$ cat src/rtl/core/sqft_pkg.sv
// sqft_pkg: command and status bundles shared by the squarefree test
// controller, datapath and top level. No dependencies.
`default_nettype none
package sqft_pkg;

  // Commands from the controller to the datapath
  typedef struct packed {
    logic load;        // capture a new request value
    logic div_start;   // begin a division of the numerator by d
    logic div_sel_q;   // numerator is the last quotient (else the remainder)
    logic div_step;    // one restoring division step
    logic next_d;      // advance to the next odd divisor
    logic take_q;      // remainder takes the saved quotient
    logic sqrt_start;  // begin the square root of the remainder
    logic sqrt_step;   // one square root digit step
  } cmd_t;

  // Status from the datapath to the controller
  typedef struct packed {
    logic mult4;       // value is a multiple of 4
    logic d_ok;        // d cubed does not exceed the odd part of value
    logic div_done;    // division finished
    logic div_zero;    // division left no remainder
    logic rem_le1;     // remainder is 0 or 1
    logic sqrt_done;   // square root finished
    logic sqrt_exact;  // remainder is a perfect square
  } status_t;

endpackage
`default_nettype wire

$ cat src/rtl/core/sqft_datapath.sv
// sqft_datapath: remainder, divisor with its square and cube, a shared
// restoring divider and a digit-by-digit square root. Uses sqft_pkg.
`default_nettype none
module sqft_datapath #(
  parameter int WIDTH = 32
) (
  input  wire logic              clk,
  input  wire logic [WIDTH-1:0]  value,
  input  wire sqft_pkg::cmd_t    cmd,
  output sqft_pkg::status_t      status
);

  localparam int DW = WIDTH + 3;
  localparam int SW = WIDTH + (WIDTH % 2);
  localparam int CW = $clog2(WIDTH + 1);

  logic [WIDTH-1:0] rem;
  logic [WIDTH-1:0] rem0;
  logic             mult4;
  logic [DW-1:0]    d;
  logic [DW-1:0]    d2;
  logic [DW-1:0]    d3;
  logic [WIDTH-1:0] acc;
  logic [WIDTH-1:0] qn;
  logic [WIDTH-1:0] qsave;
  logic [CW-1:0]    cnt;
  logic [SW-1:0]    sx;
  logic [SW-1:0]    sres;
  logic [SW-1:0]    sbit;

  // Divider step; the difference is only used when it fits in WIDTH bits
  logic [WIDTH:0]   rs;
  logic [WIDTH-1:0] rdiff;
  logic             rge;
  assign rs    = {acc, qn[WIDTH-1]};
  assign rdiff = rs[WIDTH-1:0] - d[WIDTH-1:0];
  assign rge   = (rs >= {1'b0, d[WIDTH-1:0]});

  // Square root step
  logic [SW-1:0]    ssum;
  assign ssum = sres + sbit;

  always_ff @(posedge clk) begin
    if (cmd.load) begin
      rem   <= value[0] ? value : (value >> 1);
      rem0  <= value[0] ? value : (value >> 1);
      mult4 <= (value[1:0] == 2'b00);
      d     <= DW'(3);
      d2    <= DW'(9);
      d3    <= DW'(27);
    end else begin
      if (cmd.take_q) begin
        rem <= qsave;
      end
      // (d+2)^2 = d^2+4d+4, (d+2)^3 = d^3+6d^2+12d+8
      if (cmd.next_d) begin
        d  <= d + DW'(2);
        d2 <= d2 + (d << 2) + DW'(4);
        d3 <= d3 + (d2 << 2) + (d2 << 1) + (d << 3) + (d << 2) + DW'(8);
      end
    end

    // Restoring divider, one quotient bit a cycle
    if (cmd.div_start) begin
      acc <= '0;
      cnt <= '0;
      if (cmd.div_sel_q) begin
        qsave <= qn;
      end else begin
        qn <= rem;
      end
    end else if (cmd.div_step) begin
      cnt <= cnt + CW'(1);
      if (rge) begin
        acc <= rdiff;
        qn  <= {qn[WIDTH-2:0], 1'b1};
      end else begin
        acc <= rs[WIDTH-1:0];
        qn  <= {qn[WIDTH-2:0], 1'b0};
      end
    end

    // Square root, two bits of the radicand a cycle
    if (cmd.sqrt_start) begin
      sx   <= SW'(rem);
      sres <= '0;
      sbit <= SW'(1) << (SW - 2);
    end else if (cmd.sqrt_step) begin
      if (sx >= ssum) begin
        sx   <= sx - ssum;
        sres <= (sres >> 1) + sbit;
      end else begin
        sres <= sres >> 1;
      end
      sbit <= sbit >> 2;
    end
  end

  assign status.mult4      = mult4;
  assign status.d_ok       = (d3 <= DW'(rem0));
  assign status.div_done   = (cnt == CW'(WIDTH));
  assign status.div_zero   = (acc == '0);
  assign status.rem_le1    = (rem <= WIDTH'(1));
  assign status.sqrt_done  = (sbit == '0);
  assign status.sqrt_exact = (sx == '0);

endmodule
`default_nettype wire

$ cat src/rtl/core/sqft_ctrl.sv
// sqft_ctrl: sequencer for the squarefree test: handshakes, trial division
// loop and final square check. Uses sqft_pkg.
`default_nettype none
module sqft_ctrl (
  input  wire logic              clk,
  input  wire logic              rst,
  input  wire logic              in_valid,
  output logic                   in_stall,
  output logic                   out_valid,
  input  wire logic              out_stall,
  output logic                   is_squarefree,
  output sqft_pkg::cmd_t         cmd,
  input  wire sqft_pkg::status_t status
);

  typedef enum logic [2:0] {
    S_IDLE, S_CHECK, S_DIV1, S_DIV2, S_FIN, S_SQRT, S_DONE
  } state_t;

  state_t state;

  assign in_stall  = (state != S_IDLE);
  assign out_valid = (state == S_DONE);

  // Command decode
  always_comb begin
    cmd = '0;
    unique case (state)
      S_IDLE:  cmd.load = in_valid;
      S_CHECK: cmd.div_start = !status.mult4 && status.d_ok;
      S_DIV1: begin
        if (!status.div_done) begin
          cmd.div_step = 1'b1;
        end else if (status.div_zero) begin
          cmd.div_start = 1'b1;
          cmd.div_sel_q = 1'b1;
        end else begin
          cmd.next_d = 1'b1;
        end
      end
      S_DIV2: begin
        if (!status.div_done) begin
          cmd.div_step = 1'b1;
        end else if (!status.div_zero) begin
          cmd.take_q = 1'b1;
          cmd.next_d = 1'b1;
        end
      end
      S_FIN:   cmd.sqrt_start = !status.rem_le1;
      S_SQRT:  cmd.sqrt_step = !status.sqrt_done;
      S_DONE:  cmd = '0;
      default: cmd = '0;
    endcase
  end

  // State and result register
  always_ff @(posedge clk) begin
    if (rst) begin
      state         <= S_IDLE;
      is_squarefree <= 1'b0;
    end else begin
      unique case (state)
        S_IDLE: if (in_valid) state <= S_CHECK;
        S_CHECK: begin
          if (status.mult4) begin
            is_squarefree <= 1'b0;
            state         <= S_DONE;
          end else if (status.d_ok) begin
            state <= S_DIV1;
          end else begin
            state <= S_FIN;
          end
        end
        S_DIV1: begin
          if (status.div_done) begin
            state <= status.div_zero ? S_DIV2 : S_CHECK;
          end
        end
        S_DIV2: begin
          if (status.div_done) begin
            if (status.div_zero) begin
              // d squared divides the remainder
              is_squarefree <= 1'b0;
              state         <= S_DONE;
            end else begin
              state <= S_CHECK;
            end
          end
        end
        S_FIN: begin
          if (status.rem_le1) begin
            is_squarefree <= 1'b1;
            state         <= S_DONE;
          end else begin
            state <= S_SQRT;
          end
        end
        S_SQRT: begin
          if (status.sqrt_done) begin
            is_squarefree <= !status.sqrt_exact;
            state         <= S_DONE;
          end
        end
        S_DONE: if (!out_stall) state <= S_IDLE;
        default: state <= S_IDLE;
      endcase
    end
  end

endmodule
`default_nettype wire

$ cat src/rtl/core/squarefree_test_core.sv
// squarefree_test_core: top level of the squarefree test.
// Instantiates sqft_ctrl and sqft_datapath; uses sqft_pkg.
`default_nettype none
// Tests one unsigned WIDTH-bit value per request and returns one bit that is
// 1 when no prime square divides it. Requests are handled one at a time:
// in_stall is high from acceptance until the result has been taken. Odd
// divisors d from 3 up to the cube root of the odd part are tried through a
// single bit-serial restoring divider; a divisor that divides the remainder
// is tried once more on the quotient. A final square check follows, and the
// worst case is set by the divider loop.
module squarefree_test_core #(
  parameter int WIDTH = 32
) (
  input  wire logic             clk,
  input  wire logic             rst,
  input  wire logic             in_valid,
  output logic                  in_stall,
  input  wire logic [WIDTH-1:0] value,
  output logic                  out_valid,
  input  wire logic             out_stall,
  output logic                  is_squarefree
);

  sqft_pkg::cmd_t    cmd;
  sqft_pkg::status_t status;

  sqft_ctrl u_ctrl (
    .clk           (clk),
    .rst           (rst),
    .in_valid      (in_valid),
    .in_stall      (in_stall),
    .out_valid     (out_valid),
    .out_stall     (out_stall),
    .is_squarefree (is_squarefree),
    .cmd           (cmd),
    .status        (status)
  );

  sqft_datapath #(
    .WIDTH (WIDTH)
  ) u_datapath (
    .clk    (clk),
    .value  (value),
    .cmd    (cmd),
    .status (status)
  );

endmodule
`default_nettype wire
$ cat config.mk
export PLATFORM = sky130hd
export DESIGN_NAME = squarefree_test_core
export DESIGN_NICKNAME = d
export VERILOG_FILES = /design/src/rtl/core/sqft_pkg.sv /design/src/rtl/core/sqft_datapath.sv /design/src/rtl/core/sqft_ctrl.sv /design/src/rtl/core/squarefree_test_core.sv
export SDC_FILE = /design/constraint.sdc
export NUM_CORES = 1
export LEC_CHECK = 0
export ABC_AREA = 1
export BUFFER_PORTS_ARGS = -buffer_cell sky130_fd_sc_hd__buf_2
export CAP_MARGIN = 25
export CELL_PAD_IN_SITES_DETAIL_PLACEMENT = 2
export CELL_PAD_IN_SITES_GLOBAL_PLACEMENT = 2
export CORE_AREA = 2 2 295 297
export CTS_CLUSTER_DIAMETER = 100
export DETAILED_ROUTE_END_ITERATION = 12
export DIE_AREA = 0 0 297 299
export GPL_TIMING_DRIVEN = 0
export PLACE_DENSITY_LB_ADDON = 0.2
export SYNTH_ARGS = -nofsm -noshare
export SYNTH_HDL_FRONTEND = slang
export SYNTH_SLANG_ARGS = --single-unit
$ cat constraint.sdc
create_clock -name clk -period 4.2 [get_ports clk]
set_input_delay 0.63 -clock clk [delete_from_list [all_inputs] [get_ports clk]]
set_output_delay 0.63 -clock clk [all_outputs]
set_load 0.05 [all_outputs]
==> results by group, run 1 <==
Placement
  • DP HPWL: 100,000 um
  • GP Congestion: 0.916
  • Dpl cell area: 30,700 sq um
  • Port Buffers: 38

Setup path
  • CP Class: flop to flop
  • Arr. time, crit path: 4.53 ns
  • Worst Path Max Fanout: 5
  • Worst reg2reg path endpoint: u_datapath.d3[33]$_SDFFE_PP0P_
  • Required time worst endpoint: 4.70 ns
  • Reg2reg path depth: 17
  • Crit end category: flop
  • Worst r2r src: u_datapath.d3[6]$_SDFFE_PP0P_
  • Setup slack, reg-to-reg: 0.17 ns
  • Setup crit start kind: flop

Power and ir drop
  • Sw Ratio: 0.488
  • Cell internal pwr: 11.0 mW
  • Sw Pwr: 10.5 mW
  • Register share of total power: 0.257
  • Comb pwr share: 0.541
  • PD cells: 651 nW/um^2
  • Clock Power Share: 0.202
  • Maximum vdd drop: 0.400 mV
  • P_leak: 15.2 nW

Route
  • Via Count: 28,400
  • DR WL/cell: 23.0 um
  • 1st-iter DRT viols: 1,603
  • DRT antenna net count: 0
  • Detailed-router iteration count before antenna repair: 5
  • Drc violations: 0
  • Vias per cell: 5.34
  • Routed WL: 122,000 um

CTS
  • TritonCTS Buffers: 47
  • CTS clk-pin slew, worst paths: 0.06 ns
  • Sinks on the clock net: 348
  • Clk root buf: clkbuf_16
  • Hold_buf cts: 0
  • Htree depth: 2
  • Clk Latency, worst-skew pair: 0.65 ns
  • CTS Buffer Depth: 3
  • CTS tree: yes

Synthesis
  • Distinct cells, synth: 59
  • Mean Syn Cell Area: 7.21 sq um
  • Prevailing post-synth register cell: dfxtp_1
  • Yosys warns: 0
  • Post-synth EDFFs: 161
  • Synth Instances: 4,019
  • Seq cells post-synth: 348
  • FFs w/ async S/R, synth: 0
  • Synthesized cell area: 29,000 sq um
  • Seq/Total Area, Yosys: 0.296

Hold path
  • WHS Endpoint: u_ctrl.state[0]$_SDFFE_PP0P_
  • Hold Startpoint: rst
  • Worst min path class: input port to flop
  • WHS Path Cells: 2

Final layout
  • Fin nets: 4,509
  • Area Growth Syn to Fin: 13.7%
  • Layout cells sized above 1: 0.0755
  • Finished Cell Area: 32,900 sq um

Global route
  • Initial antenna violation count: 3
  • Global route overflow: 0
  • Largest net degree at the start of global routing: 37
  • First-pass GRT wire length: 187,000 um
  • Total GRT Usage: 0.273
  • Via count of the first global-routing pass: 30,893

STA
  • Max Fclk: 248 MHz
  • Clock Skews: 0.0617 ns
  • Min cycle time layout: 4.03 ns
  • Final Hold Vio Count: 0
  • Final critical-path share of the clock period: 0.960
  • Pins over their slew limit: 0
  • Worst rel slew slack: 0.333
  • Setup TNS Final: 0 ns
  • Slew @ Worst Pin: 0.990 ns
  • Setup violations, final: 0

Job
  • Maxcap violations: 0

Outcome
  • Outcome: finished, final reports clean

Die
  • Initial Util: 0.337
  • Die Area: 88,800 sq um
  • Die Span Y: 299 um
  • Die width: 297 um
  • I/O Pins: 39
  • Rows: 108
  • Core area: 85,900 sq um
==> worst max-delay path: stages (launching register included) <==
cell and delay [ns]:
dfxtp_1 0.37, inv_1 0.11, fa_1 0.53, fa_1 0.54
fa_1 0.55, inv_1 0.04, ha_2 0.37, nand2_1 0.15
nor3_2 0.26, o21ai_0 0.14, nand2_1 0.16, nand2_1 0.08
nand2_2 0.11, nand2_1 0.13, nand3_1 0.11, nand2_1 0.05
o21ai_0 0.17, inv_1 0.05
==> Yosys cell counts, types with 20 or more instances <==
library cell	number	share of area
inv_1	599	0.078
dfxtp_1	187	0.13
nor3_1	44	0.0076
buf_2	31	0.0054
nand2_1	1046	0.14
nand4_1	52	0.011
o21bai_1	20	0.0052
ha_1	253	0.11
clkbuf_1	47	0.0061
a21oi_1	342	0.059
nor4_1	25	0.0054
xor2_1	71	0.021
edfxtp_1	161	0.17
nand3b_1	46	0.012
nand3_1	227	0.039
fa_1	94	0.065
xnor2_1	64	0.019
o21a_1	27	0.0070
nor2_1	248	0.032
o21ai_0	285	0.049
==> layout make-up <==
type / instances / area (sq um)
multi-input combinational: 2969 / 18100
timing repair buffer: 54 / 343
antenna: 1 / 2.50
fill: 10272 / 53000
clock buffer: 60 / 1280
tap: 1155 / 1450
clock inverter: 24 / 354
buffer: 96 / 463
sequential: 348 / 8600
inverter: 610 / 2290
==> cell families (layout without fill, tap and decap cells) <==
logic type / Yosys count / in the layout / synth area share
flip-flops: 348 / 348 / 0.296
AND/OR/NAND/NOR: 1720 / 1723 / 0.252
buffers and inverters: 706 / 844 / 0.0944
AO/OA/AOI/OAI: 762 / 762 / 0.142
other: 1 / 3 / 0.000129
adder cells (fa/ha/maj): 347 / 347 / 0.174
XOR/XNOR: 135 / 135 / 0.0408
==> how the worst max path moves through the flow <==
stage / startpoint / endpoint / slack (ns) / cells after the start
final: u_datapath.d3[6]$_SDFFE_PP0P_ / u_datapath.d3[33]$_SDFFE_PP0P_ / 0.17 / 17
after detailed placement: u_datapath.sres[6]$_SDFFE_PP0P_ / u_datapath.sx[2]$_DFFE_PP_ / -1.01 / 22
after CTS: u_datapath.sbit[2]$_SDFFE_PP0P_ / u_datapath.sres[20]$_SDFFE_PP0P_ / 0.01 / 26
after floorplan: u_datapath.sbit[0]$_SDFFE_PP0P_ / u_datapath.sx[0]$_DFFE_PP_ / 0.06 / 25
after global placement: u_datapath.sres[6]$_SDFFE_PP0P_ / u_datapath.sx[2]$_DFFE_PP_ / -1.43 / 22
after global routing: u_datapath.d3[6]$_SDFFE_PP0P_ / u_datapath.d3[33]$_SDFFE_PP0P_ / -0.04 / 17
==> power by group through the flow <==
stage               Clock (mW)  Combinational, mW  Sequential, mW
floorplan                    0               7.46            5.15
global placement             0               10.6            5.49
detailed placement           0               11.0            5.52
CTS                       4.41               11.3            5.47
global route              4.52               13.0            5.60
finish                    4.33               11.6            5.52
==> flip-flops by register name (all words and copies together) (netlist names) <==
name,cells
u_datapath.sres,32
u_datapath.cnt,6
u_datapath.qsave,32
u_datapath.d2,31
u_datapath.d,32
u_ctrl.is_squarefree,1
u_datapath.d3,34
u_datapath.qn,32
u_datapath.mult4,1
u_datapath.sx,32
u_datapath.acc,32
u_datapath.rem,32
u_datapath.sbit,16
u_datapath.rem0,32
u_ctrl.state,3
==> placed cells by master (no fill, tap or decap), types with 10 or more instances in the layout <==
cell,synthesis,routed
clkbuf_1,47,54
dfxtp_1,187,169
xor2_1,71,66
o21ai_2,7,12
nand3_1,227,226
a21o_1,19,19
buf_1,11,10
nor3_1,44,41
nand2_2,4,20
edfxtp_1,161,161
nor4_1,25,25
inv_1,599,597
ha_1,253,237
clkbuf_16,0,47
o21a_1,27,27
a21oi_1,342,325
dfxtp_2,0,18
nand2_1,1046,1027
inv_2,9,11
xnor2_1,64,63
nand3b_1,46,46
o21ai_0,285,272
buf_4,2,16
nand4_1,52,52
a31oi_1,17,15
buf_2,31,70
o21ai_1,13,19
o21bai_1,20,20
a21oi_2,3,19
fa_1,94,92
nor2_1,248,242
==> per-layer routing <==
metal | vias up | routed length, um | track usage
met2 | 461 | 56400 | 0.451
met3 | 130 | 4330 | 0.0273
met1 | 14378 | 58800 | 0.382
li1 | 13431 | - | -
met5 | - | 0 | 0
met4 | 0 | 2930 | 0.0653
==> what timing repair did <==
action	CTS	global route
pin swaps	8	10
hold endpoints to repair	0	0
setup buffers	7	7
resized for setup	38	95
endpoints found under the setup margin	68	90
gates cloned	3	0
==> through the flow <==
stage | power, mW | instances | util | hold slack, ns | setup slack, ns
2_1_floorplan | 12.6 | 4020 | - | 0.427 | 0.0585
3_3_place_gp | 16.1 | 5213 | 0.356 | 0.429 | -1.43
3_5_place_dp | 16.5 | 5215 | 0.357 | 0.437 | -1.01
4_1_cts | 21.2 | 5309 | 0.379 | 0.212 | 0.0146
5_1_grt | 23.1 | 5316 | 0.383 | 0.233 | -0.0445
6_report | 21.4 | 5317 | 0.383 | 0.252 | 0.169
Note: power is estimated with default switching activity, not from simulation.
==> run 2, diff against run 1 <==
--- a/config.mk
+++ b/config.mk
@@ -11,6 +11,7 @@
 export CELL_PAD_IN_SITES_DETAIL_PLACEMENT = 2
 export CELL_PAD_IN_SITES_GLOBAL_PLACEMENT = 2
 export CORE_AREA = 2 2 295 297
+export CTS_BUF_LIST = sky130_fd_sc_hd__clkbuf_16
 export CTS_CLUSTER_DIAMETER = 100
 export DETAILED_ROUTE_END_ITERATION = 12
 export DIE_AREA = 0 0 297 299
==> results by group, run 2 (same netlist as run 1, synthesis figures left out) <==
Outcome
  • Outcome: finished, final reports clean

STA
  • Final critical-path share of the clock period: 0.963 (+0.00343)
  • Slew @ Worst Pin: 0.998 ns (+0.00843 ns)
  • RSZ-0062 raised after global routing: yes
  • Setup violations, final: 0 (unchanged)
  • Min cycle time layout: 4.05 ns (+0.0144 ns)
  • Setup TNS Final: 0 ns (unchanged)
  • Max Fclk: 247 MHz (-0.36%)
  • Clock Skews: 0.0656 ns (+0.00390 ns)
  • Final Hold Vio Count: 0 (unchanged)
  • Pins over their slew limit: 0 (unchanged)
  • Worst rel slew slack: 0.328 (-0.00568)

Global route
  • Global route overflow: 0 (unchanged)
  • Total GRT Usage: 0.272 (-0.000282)
  • Via count of the first global-routing pass: 30,900 (+0.023%)
  • Met3 Track Usage GR: 0.0273 (+0.0000727)
  • Initial antenna violation count: 3 (unchanged)
  • GRT met1 Usage: 0.382 (+0.000410)
  • Busiest layer in global routing: met2
  • Global routing met2 resource utilization: 0.450 (-0.00167)
  • Largest net degree at the start of global routing: 37 (unchanged)
  • First-pass GRT wire length: 187,000 um (-0.10%)

Power and ir drop
  • Register share of total power: 0.259 (+0.002)
  • P_leak: 15.2 nW (about the same)
  • Sw Pwr: 10.5 mW (+0.12%)
  • Maximum vdd drop: 0.400 mV (about the same)
  • Clock Power Share: 0.197 (-0.005)
  • Cell internal pwr: 10.8 mW (-1.2%)
  • PD cells: 649 nW/um^2 (-0.40%)
  • Comb pwr share: 0.544 (+0.003)
  • Sw Ratio: 0.492 (+0.00329)

Setup path
  • Crit end category: flop
  • Setup crit start kind: flop
  • CP Class: flop to flop
  • Required time worst endpoint: 4.70 ns (about the same)
  • Critical path's slowest cell: fa_1
  • Worst Path Max Fanout: 5 (unchanged)
  • CP top delay family: adder cells
  • CP Cell Sequence: inv_1 -> fa_1 -> fa_1 -> fa_1 -> inv_1 -> ha_2 -> nand2_1 -> nor3_2 -> o21ai_0 -> nand2_1 -> nand2_1 -> nand2_2 -> nand2_1 -> nand3_1 -> nand2_1 -> o21ai_0 -> inv_1
  • Top cell by count, worst path: nand2_1
  • Critical path buffer and inverter count: 3 (unchanged)
  • Arr. time, crit path: 4.54 ns (about the same)
  • Max stage delay on crit path: 0.55 ns (about the same)

CTS
  • Htree depth: 2 (unchanged)
  • CTS Buffer Depth: 3 (unchanged)
  • Hold_buf cts: 0 (unchanged)
  • Clk root buf: clkbuf_16
  • TritonCTS Buffers: 47 (unchanged)
  • Clk Latency, worst-skew pair: 0.65 ns (about the same)
  • CTS clk-pin slew, worst paths: 0.06 ns (about the same)
  • CTS tree: yes
  • Sinks on the clock net: 348 (unchanged)

Placement
  • DP HPWL: 100,000 um (unchanged)
  • Port Buffers: 38 (unchanged)
  • GP Congestion: 0.916 (unchanged)

Route
  • DRT antenna net count: 0 (unchanged)
  • Vias per cell: 5.32 (-0.41%)
  • DR WL/cell: 23.0 um (-0.30%)
  • Via Count: 28,277 (-0.43%)
  • Detailed-router iteration count before antenna repair: 7 (+2)
  • Drc violations: 0 (unchanged)
  • Routed WL: 122,000 um (-0.32%)
  • 1st-iter DRT viols: 1,567 (-2.2%)

Die
  • I/O Pins: 39 (unchanged)
  • Core area: 85,900 sq um (unchanged)
  • Rows: 108 (unchanged)
  • Die width: 297 um (unchanged)
  • Die Span Y: 299 um (unchanged)
  • Initial Util: 0.337 (unchanged)
  • Die Area: 88,800 sq um (unchanged)

Final layout
  • Biggest register: u_datapath.d3
  • Layout cells sized above 1: 0.0750 (-0.000463)
  • Fin nets: 4,508 (-0.022%)
  • Max FFs per register: 34 (unchanged)
  • Final core occ: 0.383 (-0.000567)
  • Commonest non-fill, non-tap cell in the layout: nand2_1
  • Area Growth Syn to Fin: 13.5%
  • Most frequent cells in the layout: 1,027 x nand2_1, 604 x inv_1, 327 x a21oi_1

Hold path
  • Worst min path class: input port to flop

Job
  • Maxcap violations: 0 (unchanged)
run 2: cell types whose count changed in the layout (fill, tap and decap cells not counted), sizes merged:
| cell | change |
|---|---|
| clkinv | +5 |
| inv | +8 |
| buf | -1 |
| clkbuf | -13 |
run 2: area by class of cell:
cell class                 count  area [sq um]
fill                       10298         53100
multi-input combinational   2969         18200
sequential                   348          8610
inverter                     610          2290
tap                         1155          1450
clock buffer                  47          1180
buffer                        96           463
clock inverter                37           403
timing repair buffer          53           335
antenna                        1          2.50
run 2: power by group through the flow:
stage / sequential, mW / combinational [mW] / clock, mW
floorplan: 5.15 / 7.46 / 0
global placement: 5.49 / 10.6 / 0
detailed placement: 5.52 / 11.0 / 0
CTS: 5.48 / 11.3 / 4.28
global route: 5.61 / 13.0 / 4.40
finish: 5.53 / 11.6 / 4.20
run 2: final timing paths:
kind                            slack (ns)                              to                          start  cells past startpoint
worst max-delay path                  0.15  u_datapath.d3[33]$_SDFFE_PP0P_  u_datapath.d3[6]$_SDFFE_PP0P_                     17
worst max register to register        0.15  u_datapath.d3[33]$_SDFFE_PP0P_  u_datapath.d3[6]$_SDFFE_PP0P_                     17
worst min-delay path                  0.25    u_ctrl.state[0]$_SDFFE_PP0P_                            rst                      2
worst min register to register        0.45  u_datapath.qsave[16]$_DFFE_PP_    u_datapath.qn[16]$_DFFE_PP_                      0
run 2: worst register-to-register path, delay by kind of cell (launching register included):
kind / cells / cell delay, ns
buffers and inverters: 3 / 0.20
AOI/OAI and AO/OA: 2 / 0.32
adders and majority gates: 4 / 1.99
and+or+nand+nor: 8 / 1.06
DFF: 1 / 0.37
run 2: what timing repair did:
item / 4_1_cts / 5_1_grt
gates resized for setup: 39 / 98
setup endpoints to repair: 68 / 88
gates cloned: 3 / 0
setup buffers: 5 / 8
pin swaps: 7 / 15
run 2: layer usage:
metal | share of wire | up-vias | wire, um
li1 | - | 13425 | -
met1 | 0.48 | 14240 | 58600
met2 | 0.46 | 480 | 56000
met3 | 0.037 | 132 | 4480
met4 | 0.024 | 0 | 2980
met5 | 0 | - | 0
run 2: metrics by stage:
stage	hold WS (ns)	power, mW	cell area, sq um	std cells	worst slack, ns
after CTS	0.212	21.1	32500	5307	0.00583
after detailed placement	0.437	16.5	30700	5215	-1.01
after global routing	0.233	23.0	32900	5315	-0.0455
after floorplan	0.427	12.6	29000	4020	0.0585
after global placement	0.429	16.1	30600	5213	-1.43
final	0.248	21.3	32900	5316	0.155
